**config.mk**
```make
export PLATFORM = sky130hd
export DESIGN_NAME = cltc_ctrl
export DESIGN_NICKNAME = d
export VERILOG_FILES = /design/src/sv/cltc_pkg.sv /design/src/sv/cltc_ctrl.sv
export SDC_FILE = /design/constraint.sdc
export NUM_CORES = 1
export LEC_CHECK = 0
export BUFFER_PORTS_ARGS = -buffer_cell sky130_fd_sc_hd__buf_2
export CAP_MARGIN = 10
export CORE_AREA = 2 2 39 41
export CTS_CLUSTER_SIZE = 20
export DETAILED_ROUTE_END_ITERATION = 6
export DIE_AREA = 0 0 41 43
export GPL_TIMING_DRIVEN = 0
export RECOVER_POWER = 100
export SYNTH_ARGS = -nofsm -noshare
export SYNTH_HDL_FRONTEND = slang
export SYNTH_SLANG_ARGS = --single-unit
```
**constraint.sdc**
```tcl
create_clock -name clk -period 1.33 [get_ports clk]
set_clock_uncertainty 0.1 [all_clocks]
set_input_delay 0.266 -clock clk [delete_from_list [all_inputs] [get_ports clk]]
set_output_delay 0.266 -clock clk [all_outputs]
set_load 0.02 [all_outputs]
```
**src/sv/cltc_pkg.sv**
```systemverilog
// Shared constants, codes and controller/datapath command types for the
// cell location TTL cache. No dependencies.
`default_nettype none
package cltc_pkg;

  // Slot store geometry
  localparam int ENTRIES = 1024;
  localparam int ADDR_W  = $clog2(ENTRIES);
  localparam int CNT_W   = $clog2(ENTRIES + 1);

  // Field widths
  localparam int MCC_W   = 10;
  localparam int MNC_W   = 10;
  localparam int LAC_W   = 16;
  localparam int CID_W   = 28;
  localparam int RADIO_W = 3;
  localparam int KEY_W   = MCC_W + MNC_W + LAC_W + CID_W;
  localparam int TIME_W  = 32;
  localparam int LAT_W   = 31;
  localparam int LON_W   = 32;
  localparam int RANGE_W = 16;
  localparam int SLOT_W  = 10;
  localparam int TTL_W   = 32;
  localparam int CAP_W   = 11;
  localparam int CMP_W   = (CAP_W > CNT_W) ? CAP_W : CNT_W;
  localparam int TAG_W   = KEY_W + RADIO_W;
  localparam int LOC_W   = LAT_W + LON_W + RANGE_W;

  // Configuration
  localparam int CFG_IDX_W = 1;
  localparam int CFG_DAT_W = 32;
  localparam logic [TTL_W-1:0] TTL_RESET = 32'd86400;
  localparam logic [CAP_W-1:0] CAP_RESET = 11'd1000;

  typedef enum logic [CFG_IDX_W-1:0] {
    REG_TTL      = 1'b0,
    REG_CAPACITY = 1'b1
  } cfg_reg_t;

  typedef enum logic {
    OP_LOOKUP = 1'b0,
    OP_INSERT = 1'b1
  } op_t;

  // Controller to datapath
  typedef struct packed {
    logic capture;
    logic scan_run;
    logic finish;
    logic in_ready;
  } ctrl_t;

  // Datapath to controller
  typedef struct packed {
    logic scan_done;
    logic out_free;
  } status_t;

endpackage
`default_nettype wire

```
**src/sv/cltc_ctrl.sv**
```systemverilog
// Controller of the cell location TTL cache: sequences capture, slot
// scan, fetch and commit. Depends on cltc_pkg.
`default_nettype none
module cltc_ctrl (
  input  wire logic              clk,
  input  wire logic              rst,
  input  wire logic              req_valid,
  input  wire cltc_pkg::status_t sts,
  output cltc_pkg::ctrl_t        ctl
);

  typedef enum logic [1:0] {
    ST_IDLE,
    ST_SCAN,
    ST_FETCH,
    ST_FINISH
  } state_t;

  state_t state;

  // Hold state
  always_ff @(posedge clk) begin
    if (rst) begin
      state <= ST_IDLE;
    end else begin
      unique case (state)
        ST_IDLE:   if (req_valid) state <= ST_SCAN;
        ST_SCAN:   if (sts.scan_done) state <= ST_FETCH;
        ST_FETCH:  state <= ST_FINISH;
        ST_FINISH: if (sts.out_free) state <= ST_IDLE;
        default:   state <= ST_IDLE;
      endcase
    end
  end

  // Decode commands
  always_comb begin
    ctl.in_ready = (state == ST_IDLE);
    ctl.capture  = (state == ST_IDLE) && req_valid;
    ctl.scan_run = (state == ST_SCAN);
    ctl.finish   = (state == ST_FINISH) && sts.out_free;
  end

endmodule
`default_nettype wire

```
Yosys cells after proc, flatten, opt, wreduce, memory -nomap -nowiden

Index checks and enable logic that the tools add are counted.

Input port bits: 5
Bits in registers: 2
Output and inout port bits: 4

Eq/ne operators: 6
Mux-type cells: 4
Reductions and logical operators: 4

Operator list:

| cell                 | count |
|---|---|
| $pmux W2 S4          | 1 |
| $mux W2              | 3 |
| $ne A2 B2 Y1 const B | 3 |
| $eq A2 B2 Y1 const B | 2 |
| $reduce_and A3 Y1    | 1 |
| $eq A2 B1 Y1 const B | 1 |
| $logic_and A1 B1 Y1  | 2 |
| $logic_not A2 Y1     | 1 |

Depth between registers and ports, before layout

Gate-level depths: netlist of the first run.

Depth after elaboration: 3
Mapped depth: 5
Depth with buffers taken out: 5

Least setup slack after synthesis of the first run

No wires, ideal clock.

Kind: register -> register
Start point: register state[1]
End point: register state[0]
Arrival: 1.317 ns
Setup slack: -0.173 ns
Data required time: 1.144 ns
Library setup time: 0.086 ns
Path buffers: 0
Cell stages (with the launch flop): 6
Cell sequence: dfxtp_1 -> inv_1 -> ha_1 -> nor2b_1 -> a211o_1 -> a211oi_1

RTL lines:

| element                | RTL line        | RTL |
|---|---|---|
| from (decl)            | cltc_ctrl.sv:19 | `state_t state;` |
| from (signal assigned) | cltc_ctrl.sv:24 | `state <= ST_IDLE;` |
| from (signal assigned) | cltc_ctrl.sv:27 | `ST_IDLE: if (req_valid) state <= ST_SCAN;` |
| from (signal assigned) | cltc_ctrl.sv:28 | `ST_SCAN: if (sts.scan_done) state <= ST_FETCH;` |

==> results of run 1 <==
-- cell usage in the layout, fill, tap and decap left out --
cell type  instances
buf_2              5
clkbuf_4           3
inv_4              2
and2_4             2
nand2b_1           2
nor2b_1            2
ha_4               2
buf_6              2
buf_4              2
dfxtp_4            2
inv_1              1
a211o_1            1
mux2i_1            1
nor4_1             1
a211oi_2           1
ha_1               1
ha_2               1
clkbuf_2           1
-- per-stage QoR --
stage	instance area (um^2)	hold WS [ns]	setup TNS (ns)
CTS	327	0.123	-0.217
finish	332	0.126	-0.184
floorplan	199	0.231	0
global placement	259	0.348	-0.0368
global route	332	0.130	-0.350
detailed placement	259	0.365	-0.0652
-- cells by family after synthesis --
kind of cell / synth area share [%]
AO/OA/AOI/OAI: 9.49
adder cells (fa/ha/maj): 29.2
buffers and inverters: 6.57
flip-flops: 23.4
multiplexers: 5.84
AND/OR/NAND/NOR: 25.5
-- critical path, cell delays in order, from the launching register on --
cell and delay (ns):
dfxtp_4 0.37, inv_4 0.04, ha_4 0.15, and2_4 0.13
buf_6 0.12
-- worst min path at each step --
| stage | end | slack, ns |
|---|---|---|
| 6_report | state[0] | 0.13 |
| 5_1_grt | state[0] | 0.13 |
| 4_1_cts | state[0] | 0.12 |
| 3_5_place_dp | state[0] | 0.36 |
| 3_3_place_gp | state[0] | 0.35 |
| 2_1_floorplan | state[0] | 0.23 |
-- routing by layer --
layer	global-route usage (%)	share of wire [%]
met1	4.14	37
met3	3.14	11
met4	6.00	0
met2	7.50	51
met5	0	0
-- area by class of cell --
type	count	area, um^2	area share, %
sequential	2	47.5	14.3
inverter	3	16.3	4.91
tap	16	20.0	6.04
clock buffer	3	22.5	6.79
timing repair buffer	10	67.6	20.4
multi-input combinational	14	158	47.5
-- timing repair --
| action | 4_1_cts | 5_1_grt |
|---|---|---|
| setup endpoints to repair | 4 | 6 |
| pin swaps | 1 | 0 |
| setup buffers | 2 | 0 |
| hold endpoints to repair | 0 | 0 |
| gates resized for setup | 11 | 2 |
-- power breakdown --
group	total [mW]	internal [mW]	switching [mW]	leakage (nW)
Sequential	0.150	0.106	0.0438	0.0178
Clock	0.131	0.0993	0.0316	0.0138
Combinational	0.455	0.235	0.219	0.119
==> results.toml, run 1 <==
[status]
status = "complete, but fails checks"
violations = "negative setup slack"

[synth]
yosys.area.top_type = "ha_1"
synth_warnings = 0
synthesis.area_um2 = 171
yosys.area.top_type_share_pct = 29.2
synthFlopType = "dfxtp_1"
postSynth.asyncResetShare_pct = 0
synth_area_per_cell_um2 = 9.02
synth_most_common_cell = "ha_1"
synth-seq-cells = 2
synthTopCellsByCount = "ha_1 (4), inv_1 (3)"
syn_nets = 28
synth_area_leaders = "ha_1 (29%), dfxtp_1 (23%), and2_1 (7.3%), nand2b_1 (7.3%), nor2b_1 (7.3%)"
yosysSeqAreaShare_pct = 23.4
synthCells = 19
synth_cell_types = 10
synth_edf_count = 0

[worst_setup_path]
cp-start-kind = "flip-flop"
critical_path_class = "reg2out"
r2r_slack_ns = -0.06
worstPathRequired_ns = 0.96
crit_path_start = "state[0]"
r2r-end = "state[0]"
r2r_cells = 5
cp.arrival_ns = 1.03
end_kind = "output pin"
rr_startpoint = "state[0]"
cp_max_fo = 4
endpoint = "ctl[3]"

[layout]
largest_reg_flops = 2
nets = 43
drive_gt1_share_pct = 71.9
reg_top3 = "state x2"
syn_to_final_growth_pct = 93.4
fin_cells = 48
fillers = 154
diodes = 0
top_register = "state"
post-route-util_pct = 24.0

[floorplanning]
die_w_um = 41
die_area_um2 = 1760
rows = 14
die_h_um = 43
ios = 9
coreArea_um2 = 1380
initial_utilization_pct = 12.4

[routing]
drt-pass1-iter-count = 1
via_count = 175
via_per_inst = 3.65
postRouteAntennaNets = 0
wl_per_cell_um = 7.27
drt_first_iter_violations = 0
wl_um = 349
drc = 0

[clocking]
cts.path.max_buffers = 2
clock_latency_ns = 0.22
cts_sinks = 2
htree_levels = 1
cts.hold.buffers_added = 0
cts_tree = "built"
cts_made_buffers = 3
root_buffer = "clkbuf_4"
clkTransAtPathRegs_ns = 0.03

[grt]
grt_max_degree = 5
grt_pass1_vias = 168
antenna_found_initial = 0
grt_remaining_overflow = 0
grt_usage_pct = 5.21
grt_pass1_wl_um = 538

[placement]
hpwl_um = 265
dpl_worst_slack_ns = -0.0652
place_congestion = 0.580
placed_cells = 43
io_buffers = 8

[sta]
setup_viol = 3
worst_slew_pin_slew_ns = 0.343
rsz0062_at_grt = "true"
fmax_ghz = 0.716
min_period_ns = 1.40
hold_viol_final = 0
layout_setup_ws_ns = -0.0660
slew_violations = 0
fin_crit_sh_pct = 105
slew_headroom_pct = 76.9

[pwr]
power.density_nw_per_um2 = 2220
peakVddDrop_v = 0.000432
power_mw = 0.736
leakage_nw = 0.151

[min_path]
min_path_type = "in2reg"
worstHoldPathCells = 2
min-delay-start = "rst"

[job]
maxCapViolations = 0
(Power assumes the default switching activity.)
==> run 2, diff against run 1 <==
--- a/config.mk
+++ b/config.mk
@@ -13,6 +13,7 @@
 export DIE_AREA = 0 0 41 43
 export GPL_TIMING_DRIVEN = 0
 export RECOVER_POWER = 100
+export REMOVE_ABC_BUFFERS = 1
 export SYNTH_ARGS = -nofsm -noshare
 export SYNTH_HDL_FRONTEND = slang
 export SYNTH_SLANG_ARGS = --single-unit
==> run 2 against run 1 <==
Critical endpoint unchanged. Cell count is 2.1% higher. The run still ends with negative setup slack left. Worst hold slack worse by 0.019 ns. Largest power group unchanged. Sequential power is 17% lower. Non-clock buffer count is 1 higher. Setup slack worse by 0.0087 ns. First-iteration DRC count stayed put.
==> results.toml, run 2 (synthesized netlist as in run 1, its figures left out) <==
[status]
status = "complete, but fails checks"
violations = "negative setup slack"

[routing]
drc = 0
postRouteAntennaNets = 0
via_count = 181
drt_first_iter_violations = 0
wl_per_cell_um = 9.90
drt-pass1-iter-count = 1
via_per_inst = 3.69
wl_um = 485

[min_path]
min_path_type = "in2reg"
min-delay-start = "rst"
worstHoldPathCells = 2
whs_endpoint = "state[0]"

[pwr]
leakage_nw = 0.156
power_frac_comb_pct = 66.2
power.density_nw_per_um2 = 2370
peakVddDrop_v = 0.000485
p_int_mw = 0.473
power_frac_clock_pct = 17.8
share_seq_of_total_power_pct = 16.1
switchingPower_mw = 0.307
switching_share_pct = 39.4

[worst_setup_path]
crit_path_start = "state[0]"
cpLargestDelayFamily = "flip-flops"
worstPathRequired_ns = 0.96
critPathSlowestCell = "dfxtp_2"
r2r_cells = 5
end_kind = "output pin"
r2r_slack_ns = -0.03
cp.arrival_ns = 1.04
crit_chain = "inv_2 > ha_4 > and2_4 > buf_6"
slowest_delay_ns = 0.35
rr_startpoint = "state[1]"
cp-start-kind = "flip-flop"
crit_buf_inv = 2
cp_max_fo = 3
r2r-end = "state[0]"
critical_path_class = "reg2out"

[layout]
layout_common_cells = "buf_2 (5), clkbuf_4 (3), buf_6 (3), buf_4 (3)"
final_common_cell = "buf_2"
top_register = "state"
drive_gt1_share_pct = 72.7
diodes = 0
nets = 44
fin_area_um2 = 329
reg_top3 = "state x2"
fillers = 151
post-route-util_pct = 23.8
syn_to_final_growth_pct = 92.0
largest_reg_flops = 2

[clocking]
root_buffer = "clkbuf_4"
cts_made_buffers = 3
cts_tree = "built"
cts_sinks = 2
cts.hold.buffers_added = 0
htree_levels = 1
clock_latency_ns = 0.23
cts.path.max_buffers = 2
clkTransAtPathRegs_ns = 0.03

[placement]
placed_area_um2 = 231
io_buffers = 8
place_congestion = 0.550

[floorplanning]
coreArea_um2 = 1380
die_w_um = 41
initial_utilization_pct = 12.4
die_h_um = 43
die_area_um2 = 1760
ios = 9
rows = 14

[job]
maxCapViolations = 0

[grt]
grt_usage_pct = 7.50
grt_remaining_overflow = 0
grt_pass1_vias = 191
grt_max_degree = 4
antenna_found_initial = 0
grt_pass1_wl_um = 779

[sta]
setup_tns_ns = -0.176
fin_crit_sh_pct = 106
slew_headroom_pct = 82.3
rsz0062_at_grt = "true"
setup_viol = 4
min_period_ns = 1.40
fmax_ghz = 0.712
hold_viol_final = 0
slew_violations = 0
worst_slew_pin_slew_ns = 0.264
layout_setup_ws_ns = -0.0747
whs_ns = 0.108
[run 2: cell count changes in the layout (fill, tap and decap cells not counted), sizes merged]
cell / before / now
buf: 9 / 11
clkbuf: 4 / 3
[run 2: power by group through the flow]
stage               sequential (mW)  combinational [mW]  clock [mW]
floorplan                     0.110               0.242           0
global placement              0.116               0.305           0
detailed placement            0.118               0.307           0
CTS                           0.126               0.506       0.148
global route                  0.129               0.571       0.154
finish                        0.125               0.516       0.138
[run 2: through the flow]
step,worst slack (ns),power (mW),std cells
finish,-0.0747,0.780,49
global route,-0.118,0.854,49
CTS,-0.0771,0.781,49
detailed placement,-0.160,0.425,43
global placement,-0.156,0.421,43
floorplan,-0.173,0.352,19
[run 2: worst max path at each step]
stage / to / slack, ns / cells past startpoint
finish: ctl[3] / -0.07 / 4
global route: ctl[3] / -0.12 / 4
detailed placement: state[0] / -0.16 / 5
global placement: state[0] / -0.16 / 5
CTS: ctl[3] / -0.08 / 4
floorplan: state[0] / -0.17 / 5
[run 2: layout make-up]
| cell class | instances | area, um^2 | share of cell area [%] |
|---|---|---|---|
| multi-input cells | 14 | 151 | 46.0 |
| flip-flops and latches | 2 | 42.5 | 12.9 |
| inverters | 3 | 11.3 | 3.42 |
| well taps | 16 | 20.0 | 6.08 |
| clock buffers | 3 | 22.5 | 6.84 |
| repair buffers | 11 | 81.3 | 24.7 |
[run 2: what timing repair did]
item / CTS / global route
endpoints found under the setup margin: 6 / 6
gates resized for setup: 17 / 0
pin swaps: 5 / 0
cloned: 0 / 0
buffers inserted: 3 / 0
[run 2: routing by layer]
layer  vias to the layer above  wire, um  track usage, %
met2                         8       300            11.3
met5                         -         0               0
li1                         91         -               -
met3                         0        29            4.71
met1                        82       155            5.71
met4                         0         0            8.00
[run 2: worst reg2reg max path: cells and delay by family, from the launching register on]
kind            cells  cell delay (ns)
compound gates      2             0.43
fa+ha+maj           1             0.19
buf+inv             1             0.06
flops               1             0.34
simple gates        1             0.16
==> run 3, diff against run 2 <==
--- a/config.mk
+++ b/config.mk
@@ -11,7 +11,6 @@
 export CTS_CLUSTER_SIZE = 20
 export DETAILED_ROUTE_END_ITERATION = 6
 export DIE_AREA = 0 0 41 43
-export GPL_TIMING_DRIVEN = 0
 export RECOVER_POWER = 100
 export REMOVE_ABC_BUFFERS = 1
 export SYNTH_ARGS = -nofsm -noshare
==> run 3 against run 2 <==
The flow still finishes with violations (negative setup slack). Sequential share of layout area shrank 1.8 points. Global-route usage increased by 0.71 points. Critical path depth unchanged. Critical path type unchanged. Highest routed layer unchanged.
==> results.toml, run 3 (synthesized netlist as in run 1, its figures left out) <==
[layout]
drive_gt1_share_pct = 80.6
top_register = "state"
multiInputGateArea_um2 = 180
nets = 47
final_common_cell = "buf_2"
largest_reg_flops = 2
layout.area.seq_um2 = 42.5
fin_area_um2 = 382
layout_common_cells = "buf_2 (6), buf_6 (4), buf_4 (4)"
diodes = 0
reg_top3 = "state x2"
syn_to_final_growth_pct = 123
post-route-util_pct = 27.6
fillers = 154

[grt]
grt_remaining_overflow = 0
grt_pass1_vias = 214
antenna_found_initial = 0
grt_pass1_wl_um = 855
grt_usage_pct = 8.21
grt_max_degree = 4

[floorplanning]
ios = 9
rows = 14
die_w_um = 41
die_h_um = 43
die_area_um2 = 1760
coreArea_um2 = 1380
initial_utilization_pct = 12.4

[clocking]
root_buffer = "clkbuf_4"
cts.path.max_buffers = 2
cts_made_buffers = 3
clock_latency_ns = 0.23
cts_sinks = 2
cts.hold.buffers_added = 0
clkTransAtPathRegs_ns = 0.03
cts_tree = "built"
htree_levels = 1

[status]
violations = "negative setup slack"
status = "complete, but fails checks"

[pwr]
switching_share_pct = 39.3
share_seq_of_total_power_pct = 14.0
switchingPower_mw = 0.353
power_frac_comb_pct = 71.0
leakage_nw = 0.173
power_frac_clock_pct = 15.0
peakVddDrop_v = 0.000528
p_int_mw = 0.546
power.density_nw_per_um2 = 2350

[placement]
io_buffers = 8
place_congestion = 0.556
placed_area_um2 = 262

[routing]
drt-pass1-iter-count = 1
drt_first_iter_violations = 0
via_count = 193
wl_per_cell_um = 10.2
via_per_inst = 3.71
postRouteAntennaNets = 0
drc = 0
wl_um = 532

[sta]
fmax_ghz = 0.697
worst_slew_pin_slew_ns = 0.222
fin_crit_sh_pct = 108
slew_violations = 0
rsz0062_at_grt = "true"
setup_viol = 5
min_period_ns = 1.43
slew_headroom_pct = 85.1
hold_viol_final = 0
layout_setup_ws_ns = -0.105

[worst_setup_path]
cpMostUsedCell = "buf_6"
cp-start-kind = "flip-flop"
worstPathRequired_ns = 0.96
cp_max_fo = 3
crit_chain = "buf_6 > ha_4 > and2_4 > buf_6"
slowest_delay_ns = 0.32
cp.arrival_ns = 1.07
critical_path_class = "reg2out"
end_kind = "output pin"
critPathSlowestCell = "dfxtp_2"

[min_path]
min_path_type = "in2reg"

[job]
maxCapViolations = 0
## run 3: cell types whose count changed in the layout (fill, tap and decap cells not counted)
cell | previous run | this run
ha_4 | 1 | 2
buf_4 | 3 | 4
nor4_2 | 1 | 0
buf_6 | 3 | 4
buf_2 | 5 | 6
nor2b_1 | 2 | 1
nor4_4 | 0 | 1
ha_1 | 2 | 1
nor2b_4 | 0 | 1
## run 3: power by group through the flow
stage	Clock, mW	Sequential (mW)	Combinational [mW]
floorplan	0	0.110	0.242
global placement	0	0.110	0.385
detailed placement	0	0.110	0.388
CTS	0.141	0.125	0.573
global route	0.144	0.130	0.702
finish	0.135	0.126	0.637
## run 3: critical path: cells and delay by family, from the launching register on
kind                       cells  cell delay (ns)
and+or+nand+nor                1             0.13
buffers and inverters          2             0.24
adders and majority gates      1             0.15
DFF                            1             0.32
## run 3: path summary, 6_finish.rpt
kind         startpoint  slack (ns)       end  cells past startpoint
min                 rst        0.13  state[0]                      2
min reg2reg    state[0]        0.51  state[0]                      3
max reg2reg    state[1]       -0.10  state[0]                      5
max            state[1]       -0.10    ctl[1]                      4
## run 3: cell type report
| cell class | count | area share [%] |
|---|---|---|
| Tap cell | 16 | 5.25 |
| Multi-Input combinational cell | 14 | 47.2 |
| Clock buffer | 3 | 5.90 |
| Sequential cell | 2 | 11.1 |
| Timing Repair Buffer | 14 | 27.5 |
| Inverter | 3 | 2.95 |
## run 3: through the flow
stage | total power, mW | setup slack [ns] | TNS [ns] | hold slack [ns] | instances
2_1_floorplan | 0.352 | -0.173 | -0.297 | 0.239 | 19
3_3_place_gp | 0.495 | -0.127 | -0.135 | 0.361 | 47
3_5_place_dp | 0.498 | -0.138 | -0.169 | 0.368 | 47
4_1_cts | 0.839 | -0.0988 | -0.319 | 0.121 | 52
5_1_grt | 0.976 | -0.155 | -0.517 | 0.134 | 52
6_report | 0.898 | -0.105 | -0.307 | 0.130 | 52
## run 3: repair_timing
| action | CTS | global route |
|---|---|---|
| pin swaps | 5 | 2 |
| setup endpoints to repair | 6 | 6 |
| setup buffers | 2 | 0 |
| resized for setup | 19 | 3 |
## run 3: metal layers
metal,vias up,GRT usage (%),routed length [um]
met5,-,0,0
met2,6,14.4,323
li1,97,-,-
met4,0,10.0,0
met3,0,1.57,18
met1,90,5.73,190
